===== src/rtl/core/stcq_pkg.sv =====
// Shared constants, types and helper functions of the stepper command queue sequencer.
`timescale 1ns / 1ps

package stcq_pkg;

	localparam int QUEUE_DEPTH = 8;
	localparam int PTR_W = (QUEUE_DEPTH > 1) ? $clog2(QUEUE_DEPTH) : 1;
	localparam int LVL_W = $clog2(QUEUE_DEPTH + 1);

	localparam int DIR_W = 2;
	localparam int COUNT_W = 16;
	localparam int DUTY_W = 16;
	localparam int LEVEL_FIELD_W = 4;

	localparam int S_DATA_W = 24;
	localparam int M_DATA_W = 24;

	localparam logic [DUTY_W-1:0] DUTY_RESET = 16'h8000;
	localparam logic [COUNT_W-1:0] COUNT_MAX = '1;

	localparam logic ACT_ENQUEUE = 1'b0;
	localparam logic ACT_TICK = 1'b1;

	localparam logic [DIR_W-1:0] DIR_X_LEFT = 2'd0;
	localparam logic [DIR_W-1:0] DIR_X_RIGHT = 2'd1;
	localparam logic [DIR_W-1:0] DIR_Y_DOWN = 2'd2;
	localparam logic [DIR_W-1:0] DIR_Y_UP = 2'd3;

	typedef logic [PTR_W-1:0] ptr_t;
	typedef logic [LVL_W-1:0] lvl_t;

	typedef struct packed {
		logic [DIR_W-1:0] dir;
		logic [COUNT_W-1:0] count;
	} cmd_t;

	typedef enum logic [1:0] {
		ST_IDLE = 2'b01,
		ST_EXEC = 2'b10
	} state_t;

	// Controller to datapath.
	typedef struct packed {
		logic load;
		logic exec;
	} ctl_t;

	// Datapath to controller.
	typedef struct packed {
		logic out_busy;
	} stat_t;

	// Pin levels for a direction code: bit 0 is pin a, bit 1 is pin b.
	function automatic logic [1:0] pins_for(input logic [DIR_W-1:0] dir);
		logic [1:0] pins;
		case (dir)
			DIR_X_LEFT: pins = 2'b11;
			DIR_X_RIGHT: pins = 2'b00;
			DIR_Y_DOWN: pins = 2'b10;
			DIR_Y_UP: pins = 2'b01;
			default: pins = 2'b00;
		endcase
		return pins;
	endfunction

	function automatic ptr_t ptr_next(input ptr_t p);
		ptr_t r;
		if (p == PTR_W'(QUEUE_DEPTH - 1)) begin
			r = '0;
		end else begin
			r = p + PTR_W'(1);
		end
		return r;
	endfunction

endpackage


===== src/rtl/core/stepper_command_queue_sequencer.sv =====
// Top level of the stepper command queue sequencer.
`timescale 1ns / 1ps

// Usage:
// The slave stream takes one word per item: s_tuser is the action (0 enqueue,
// 1 step tick), s_tdata carries the direction and step count of an enqueue.
// An enqueue stores the command in an eight-entry ring or drops it when full.
// A tick starts, advances or completes the head command and drives the pins.
// The master stream returns one result word per item with the accepted flag,
// both direction pin levels, the duty, the done pulse and the queue level.
// The cfg channel writes the drive duty; it is always ready.
// A word is captured by the load step, executed by the execute step once the
// result register is free, and its result then shows on m_tvalid from that register.
// The controller takes no new word until the last one is executed. While a result
// waits, the next word is still accepted; its execution holds until the result
// register is taken.
// Reset clears the ring pointers, the step counter, the drive state and the
// result valid flag and loads the duty with 32768; ring contents are not cleared.
// When the receiver stalls, the result word holds and at most one more word
// is taken in before s_tready drops.

module stepper_command_queue_sequencer (
	input  logic        clk,
	input  logic        arst_n,
	input  logic        s_tvalid,
	output logic        s_tready,
	// [1:0] direction, [17:2] count, [23:18] zero
	input  logic [23:0] s_tdata,
	// [0] action
	input  logic        s_tuser,
	input  logic        cfg_valid,
	output logic        cfg_ready,
	input  logic [15:0] cfg_data,
	output logic        m_tvalid,
	input  logic        m_tready,
	// [0] accepted, [1] dir_pin_a, [2] dir_pin_b, [18:3] duty_out,
	// [19] command_done, [23:20] queue_level
	output logic [23:0] m_tdata
);

	stcq_pkg::ctl_t  ctl;
	stcq_pkg::stat_t stat;

	assign cfg_ready = 1'b1;

	stcq_ctrl u_ctrl (
		.clk      (clk),
		.arst_n   (arst_n),
		.s_tvalid (s_tvalid),
		.s_tready (s_tready),
		.stat     (stat),
		.ctl      (ctl)
	);

	stcq_dpath u_dpath (
		.clk       (clk),
		.arst_n    (arst_n),
		.ctl       (ctl),
		.stat      (stat),
		.s_tdata   (s_tdata),
		.s_tuser   (s_tuser),
		.cfg_valid (cfg_valid),
		.cfg_data  (cfg_data),
		.m_tvalid  (m_tvalid),
		.m_tready  (m_tready),
		.m_tdata   (m_tdata)
	);

`ifndef ASSERT_OFF
	a_one_in_flight: assert property (@(posedge clk) disable iff (!arst_n)
		s_tvalid && s_tready |=> !s_tready)
		else $error("second word taken before the first was executed");

	a_done_not_accepted: assert property (@(posedge clk) disable iff (!arst_n)
		m_tvalid |-> !(m_tdata[0] && m_tdata[19]))
		else $error("result flags both an enqueue and a completed command");

	a_done_duty_zero: assert property (@(posedge clk) disable iff (!arst_n)
		m_tvalid && m_tdata[19] |-> m_tdata[18:3] == 16'd0)
		else $error("duty not zero on a completed command");

	a_level_bound: assert property (@(posedge clk) disable iff (!arst_n)
		m_tvalid |-> m_tdata[23:20] <= 4'(stcq_pkg::QUEUE_DEPTH))
		else $error("queue level beyond ring depth");
`endif

endmodule


===== src/rtl/core/stcq_ctrl.sv =====
// Controller state machine: takes one input word and schedules its execution.
`timescale 1ns / 1ps

module stcq_ctrl (
	input  logic           clk,
	input  logic           arst_n,
	input  logic           s_tvalid,
	output logic           s_tready,
	input  stcq_pkg::stat_t stat,
	output stcq_pkg::ctl_t  ctl
);

	stcq_pkg::state_t state_q;
	stcq_pkg::state_t state_d;

	always_comb begin
		state_d = state_q;
		ctl = '0;
		s_tready = 1'b0;
		case (state_q)
			stcq_pkg::ST_IDLE: begin
				s_tready = 1'b1;
				if (s_tvalid) begin
					ctl.load = 1'b1;
					state_d = stcq_pkg::ST_EXEC;
				end
			end
			stcq_pkg::ST_EXEC: begin
				// Hold the word until the result register can take its result.
				if (!stat.out_busy) begin
					ctl.exec = 1'b1;
					state_d = stcq_pkg::ST_IDLE;
				end
			end
			default: begin
				state_d = stcq_pkg::ST_IDLE;
			end
		endcase
	end

	always_ff @(posedge clk or negedge arst_n) begin
		if (!arst_n) begin
			state_q <= stcq_pkg::ST_IDLE;
		end else begin
			state_q <= state_d;
		end
	end

endmodule


===== src/rtl/core/stcq_dpath.sv =====
// Datapath: command ring, drive state, duty register and result register.
`timescale 1ns / 1ps

module stcq_dpath (
	input  logic                            clk,
	input  logic                            arst_n,
	input  stcq_pkg::ctl_t                  ctl,
	output stcq_pkg::stat_t                 stat,
	input  logic [stcq_pkg::S_DATA_W-1:0]   s_tdata,
	input  logic                            s_tuser,
	input  logic                            cfg_valid,
	input  logic [stcq_pkg::DUTY_W-1:0]     cfg_data,
	output logic                            m_tvalid,
	input  logic                            m_tready,
	output logic [stcq_pkg::M_DATA_W-1:0]   m_tdata
);

	stcq_pkg::cmd_t cmd_store [stcq_pkg::QUEUE_DEPTH];

	logic                          action_q;
	stcq_pkg::cmd_t                in_cmd_q;
	stcq_pkg::ptr_t                head_q;
	stcq_pkg::ptr_t                tail_q;
	stcq_pkg::lvl_t                fill_q;
	logic [stcq_pkg::COUNT_W-1:0]  steps_q;
	logic                          running_q;
	logic [1:0]                    pins_q;
	logic [stcq_pkg::DUTY_W-1:0]   duty_q;
	logic                          out_valid_q;
	logic [stcq_pkg::M_DATA_W-1:0] out_data_q;

	stcq_pkg::cmd_t                head_cmd;
	logic                          full;
	logic                          empty;
	logic                          store_we;
	logic [stcq_pkg::COUNT_W-1:0]  steps_inc;
	logic                          finish;
	stcq_pkg::ptr_t                head_d;
	stcq_pkg::ptr_t                tail_d;
	stcq_pkg::lvl_t                fill_d;
	logic [stcq_pkg::COUNT_W-1:0]  steps_d;
	logic                          running_d;
	logic [1:0]                    pins_d;
	logic                          accepted;
	logic                          done;
	logic [stcq_pkg::DUTY_W-1:0]   duty_res;

	assign head_cmd = cmd_store[head_q];
	assign full = (fill_q == stcq_pkg::LVL_W'(stcq_pkg::QUEUE_DEPTH));
	assign empty = (fill_q == '0);
	assign steps_inc = (steps_q == stcq_pkg::COUNT_MAX) ? steps_q
		: steps_q + stcq_pkg::COUNT_W'(1);
	assign finish = (steps_inc >= head_cmd.count);

	always_comb begin
		head_d = head_q;
		tail_d = tail_q;
		fill_d = fill_q;
		steps_d = steps_q;
		running_d = running_q;
		pins_d = pins_q;
		accepted = 1'b0;
		done = 1'b0;
		store_we = 1'b0;
		if (action_q == stcq_pkg::ACT_ENQUEUE) begin
			if (!full) begin
				store_we = 1'b1;
				tail_d = stcq_pkg::ptr_next(tail_q);
				fill_d = fill_q + stcq_pkg::LVL_W'(1);
				accepted = 1'b1;
			end
		end else if (empty) begin
			running_d = 1'b0;
			steps_d = '0;
		end else begin
			// An idle drive latches the pins from the head command first.
			if (!running_q) begin
				pins_d = stcq_pkg::pins_for(head_cmd.dir);
			end
			if (finish) begin
				head_d = stcq_pkg::ptr_next(head_q);
				fill_d = fill_q - stcq_pkg::LVL_W'(1);
				running_d = 1'b0;
				steps_d = '0;
				done = 1'b1;
			end else begin
				running_d = 1'b1;
				steps_d = steps_inc;
			end
		end
	end

	assign duty_res = running_d ? duty_q : '0;

	always_ff @(posedge clk) begin
		if (ctl.load) begin
			action_q <= s_tuser;
			in_cmd_q.dir <= s_tdata[stcq_pkg::DIR_W-1:0];
			in_cmd_q.count <= s_tdata[stcq_pkg::DIR_W+stcq_pkg::COUNT_W-1:stcq_pkg::DIR_W];
		end
		if (ctl.exec && store_we) begin
			cmd_store[tail_q] <= in_cmd_q;
		end
		if (ctl.exec) begin
			out_data_q <= {stcq_pkg::LEVEL_FIELD_W'(fill_d), done, duty_res,
				pins_d[1], pins_d[0], accepted};
		end
	end

	always_ff @(posedge clk or negedge arst_n) begin
		if (!arst_n) begin
			head_q <= '0;
			tail_q <= '0;
			fill_q <= '0;
			steps_q <= '0;
			running_q <= 1'b0;
			pins_q <= '0;
			duty_q <= stcq_pkg::DUTY_RESET;
			out_valid_q <= 1'b0;
		end else begin
			if (cfg_valid) begin
				duty_q <= cfg_data;
			end
			if (ctl.exec) begin
				head_q <= head_d;
				tail_q <= tail_d;
				fill_q <= fill_d;
				steps_q <= steps_d;
				running_q <= running_d;
				pins_q <= pins_d;
				out_valid_q <= 1'b1;
			end else if (m_tready) begin
				out_valid_q <= 1'b0;
			end
		end
	end

	assign stat.out_busy = out_valid_q && !m_tready;
	assign m_tvalid = out_valid_q;
	assign m_tdata = out_data_q;

endmodule

===== config.mk =====
export PLATFORM = sky130hd
export DESIGN_NAME = stepper_command_queue_sequencer
export DESIGN_NICKNAME = d
export VERILOG_FILES = /design/src/rtl/core/stcq_pkg.sv /design/src/rtl/core/stepper_command_queue_sequencer.sv /design/src/rtl/core/stcq_ctrl.sv /design/src/rtl/core/stcq_dpath.sv
export SDC_FILE = /design/constraint.sdc
export NUM_CORES = 1
export LEC_CHECK = 0
export BUFFER_PORTS_ARGS = -buffer_cell sky130_fd_sc_hd__buf_2
export CAP_MARGIN = 20
export CORE_ASPECT_RATIO = 1.1
export CORE_MARGIN = 2
export CORE_UTILIZATION = 40
export CTS_BUF_LIST = sky130_fd_sc_hd__clkbuf_16
export CTS_CLUSTER_DIAMETER = 30
export DETAILED_ROUTE_END_ITERATION = 7
export GPL_TIMING_DRIVEN = 0
export PLACE_DENSITY = 0.66
export RECOVER_POWER = 50
export SLEW_MARGIN = 25
export SYNTH_ARGS = -nofsm -noshare
export SYNTH_HDL_FRONTEND = slang
export SYNTH_HIERARCHICAL = 1
export SYNTH_SLANG_ARGS = --single-unit

===== constraint.sdc =====
create_clock -name clk -period 5.1 [get_ports clk]
set_clock_uncertainty 0.05 [all_clocks]
set_input_delay 0.51 -clock clk [delete_from_list [all_inputs] [get_ports clk]]
set_output_delay 0.51 -clock clk [all_outputs]
set_load 0.005 [all_outputs]

==> qor.csv <==
metric,value,unit
H-tree levels,2,
crit end category,flip-flop,
Core Rows,60,
WP data arrival,4730,ps
drt drc,0,
Synth Register Bits,235,
share of total power in combinational logic,10.1,%
sw power,1410,uW
Hold Path Cell Cnt,1,
Placer Congestion,0.811,
clock group share of total power,49.5,%
crit share post-route,88.6,%
RSZ-0062 raised after global routing,no,
hold endpoint,u_dpath/in_cmd_q[15]$_DFFE_PP_,
Synthesized Nets,643,
outcome,"complete, but fails checks",
Startpoint Class,flip-flop,
"Slowest-stage cell, CP",clkbuf_1,
DRT Pass-1 Iters,6,
min-delay src,s_tdata[17],
post-route ant nets,0,
Int Power,4330,uW
asr flop ratio synth,20.4,%
routed wire length,19200,um
grt ovf,0,
"Cell Area, Placed",10600,um2
placed insts,953,
Crit path required time,5320,ps
Clock Tree Buf Depth,3,
CTS Root Cell,clkbuf_16,
Wirelength per Cell,18.6,um
CP Class,reg2reg,
VDD IR max,0.236,mV
Worst slew margin,-77.1,%
synth unique cells,53,
most frequent cells in the layout,"edfxtp_1 (187), buf_2 (67), dfrtp_1 (46), clkbuf_16 (45), mux4_2 (36)",
Via Count,5430,
Flop pwr share,40.4,%
Post-Layout Inst Area,12100,um2
TritonCTS Buffers,43,
antenna cell count,0,
Post-Syn Area,9780,um2
pin count of the biggest net entering global routing,49,
Synth-to-Final Area Change,23.7,%
Detailed Place HPWL,12300,um
first-pass GRT wire length,30100,um
sw frac,24.6,%
PortBufs,64,
initial antenna violation count,0,
clock sinks,235,
worst-path maximum fanout,10,
Max Freq,0.221,GHz
final non-filler cell total,1033,
die height,168,um
Power Density,474,nW/um2
RR Startpoint,u_dpath/head_q[1]$_DFFE_PN0P_,
Critical R2R Capture,u_dpath/m_tdata[12]$_SDFFCE_PN0P_,
DR vias/cell,5.26,
Final Hold Viols,0,
Pins Over Slew Limit,49,
DR iter-0 viols,367,
predominant post-synthesis flop cell,edfxtp_1,
Yosys Warn Count,6,
Leak,0.00436,uW
Gate Count Post-Synth,574,
Post-synth EDFFs,187,
failing checks,"capacitance limit, slew limit",
clock insertion delay at the later pin of the skew report,530,ps
final setup fails,0,
clock slew at reported path FFs,50,ps
post-layout min period,4520,ps
register area share after synthesis,69.7,%
die area,25700,um2
initial core utilization,40.4,%
Ports,73,
worst path cell trace,clkbuf_1 > clkbuf_1 > mux4_2 > mux2i_1 > ha_1 > nand4_2 > nor3_2 > or4b_1 > buf_6 > nand3_2 > a2bb2oi_2 > buf_4 > nor2b_1,
"most common cell after layout, fill and taps aside",edfxtp_1,
share of layout cells above drive strength 1,32.2,%
Crit path largest cell delay,680,ps
cell depth of the worst flop-to-flop path,13,
CP Launch Point,u_dpath/head_q[1]$_DFFE_PN0P_,
reg2reg setup slack,580,ps
Hold WC Path Type,in2reg,
vias in the first global route,5606,
Final Net Count,758,
Core Region,24200,um2
total track usage,14.9,%
CTS resizes,0,
"Top cell by count, worst path",clkbuf_1,
Syn Area/Cell,17.0,um2
worst slew pin tran,2660,ps
TritonCTS clock tree,done,
# Max-Cap Violations,1,
Die X-Extent,153,um
-- cells in the mapped netlist, drive strengths merged, types with 10 or more instances --
cell | number | area [um2]
mux2 | 25 | 282
edfxtp | 187 | 5620
ha | 23 | 288
o21ai | 13 | 65.1
nand2 | 28 | 105
a21oi | 20 | 100
clkbuf | 12 | 45.0
nand3 | 12 | 65.1
nor2b | 21 | 131
nor2 | 25 | 93.8
mux4 | 36 | 811
dfrtp | 46 | 1150
buf | 10 | 72.6
xnor2 | 11 | 96.3
mux2i | 18 | 180
-- worst max-delay path, delay by kind of cell (launching register included) --
family	cells	cell delay [ps]
flops	1	350
compound gates	1	330
simple gates	5	1110
buf+inv	4	1550
fa+ha+maj	1	210
mux	2	630
-- sequential cells by signal, summed over array words and instances, names as in the netlist --
signal,count
u_dpath/in_cmd_q,18
u_dpath/steps_q,16
u_ctrl/state_q,2
u_dpath/tail_q,3
u_dpath/duty_q,16
u_dpath/head_q,3
u_dpath/action_q,1
u_dpath/pins_q,2
u_dpath/m_tvalid,1
u_dpath/running_q,1
u_dpath/m_tdata,24
u_dpath/cmd_store,144
u_dpath/fill_q,4
-- metrics by stage --
step           hold slack, ps  setup WS [ps]  setup TNS (ps)  power, uW  utilization, %
6_report                  101            581               0       5740            49.9
4_1_cts                  80.7            261               0       5790            49.9
3_3_place_gp              431          -1260          -52570       2880            43.3
5_1_grt                  81.7            357               0       5960            49.9
3_5_place_dp              438            355               0       2940            43.7
2_1_floorplan             164            754               0       2750               -
-- cell families after synthesis --
family,share of synthesized area (%)
XOR/XNOR,1.43
buffers and inverters,1.55
multiplexers,13.0
flip-flops,69.7
adder cells (fa/ha/maj),2.94
AND/OR/NAND/NOR,6.80
other,0.0383
AO/OA/AOI/OAI,4.54
-- power by group through the flow --
stage	logic [uW]	clock network [uW]	registers [uW]
2_1_floorplan	428	0	2320
3_3_place_gp	546	0	2340
6_report	582	2840	2320
5_1_grt	654	2970	2330
4_1_cts	592	2880	2320
3_5_place_dp	586	0	2350
-- timing repair --
item / in CTS / in global routing
hold endpoints to repair: 33 / 0
buffers inserted: 0 / 0
hold buffers: 1 / 0
-- final cells by class --
| type | count | area, um2 |
|---|---|---|
| Clock buffer | 45 | 1130 |
| Clock inverter | 34 | 370 |
| Tap cell | 310 | 388 |
| Sequential cell | 235 | 6820 |
| Multi-Input combinational cell | 308 | 2880 |
| Fill cell | 1961 | 12100 |
| Timing Repair Buffer | 70 | 370 |
| Buffer | 22 | 119 |
| Inverter | 9 | 33.8 |
-- how the worst max path moves through the flow --
stage                                         to  slack [ps]
3_3_place_gp   u_dpath/cmd_store[0][1]$_DFFE_PP_       -1260
2_1_floorplan  u_dpath/cmd_store[0][0]$_DFFE_PP_         750
5_1_grt        u_dpath/m_tdata[12]$_SDFFCE_PN0P_         360
4_1_cts        u_dpath/m_tdata[12]$_SDFFCE_PN0P_         260
3_5_place_dp   u_dpath/m_tdata[12]$_SDFFCE_PN0P_         350
6_report       u_dpath/m_tdata[12]$_SDFFCE_PN0P_         580
-- metal layers --
layer  vias to the layer above  routed length [um]  global-route usage (%)
li1                       2484                   -                       -
met1                      2726                7710                    17.4
met2                       174               10000                    26.6
met3                        46                 995                    3.50
met4                         0                 493                    5.76
met5                         -                   0                       0
Power figures use the tool's default switching activity.
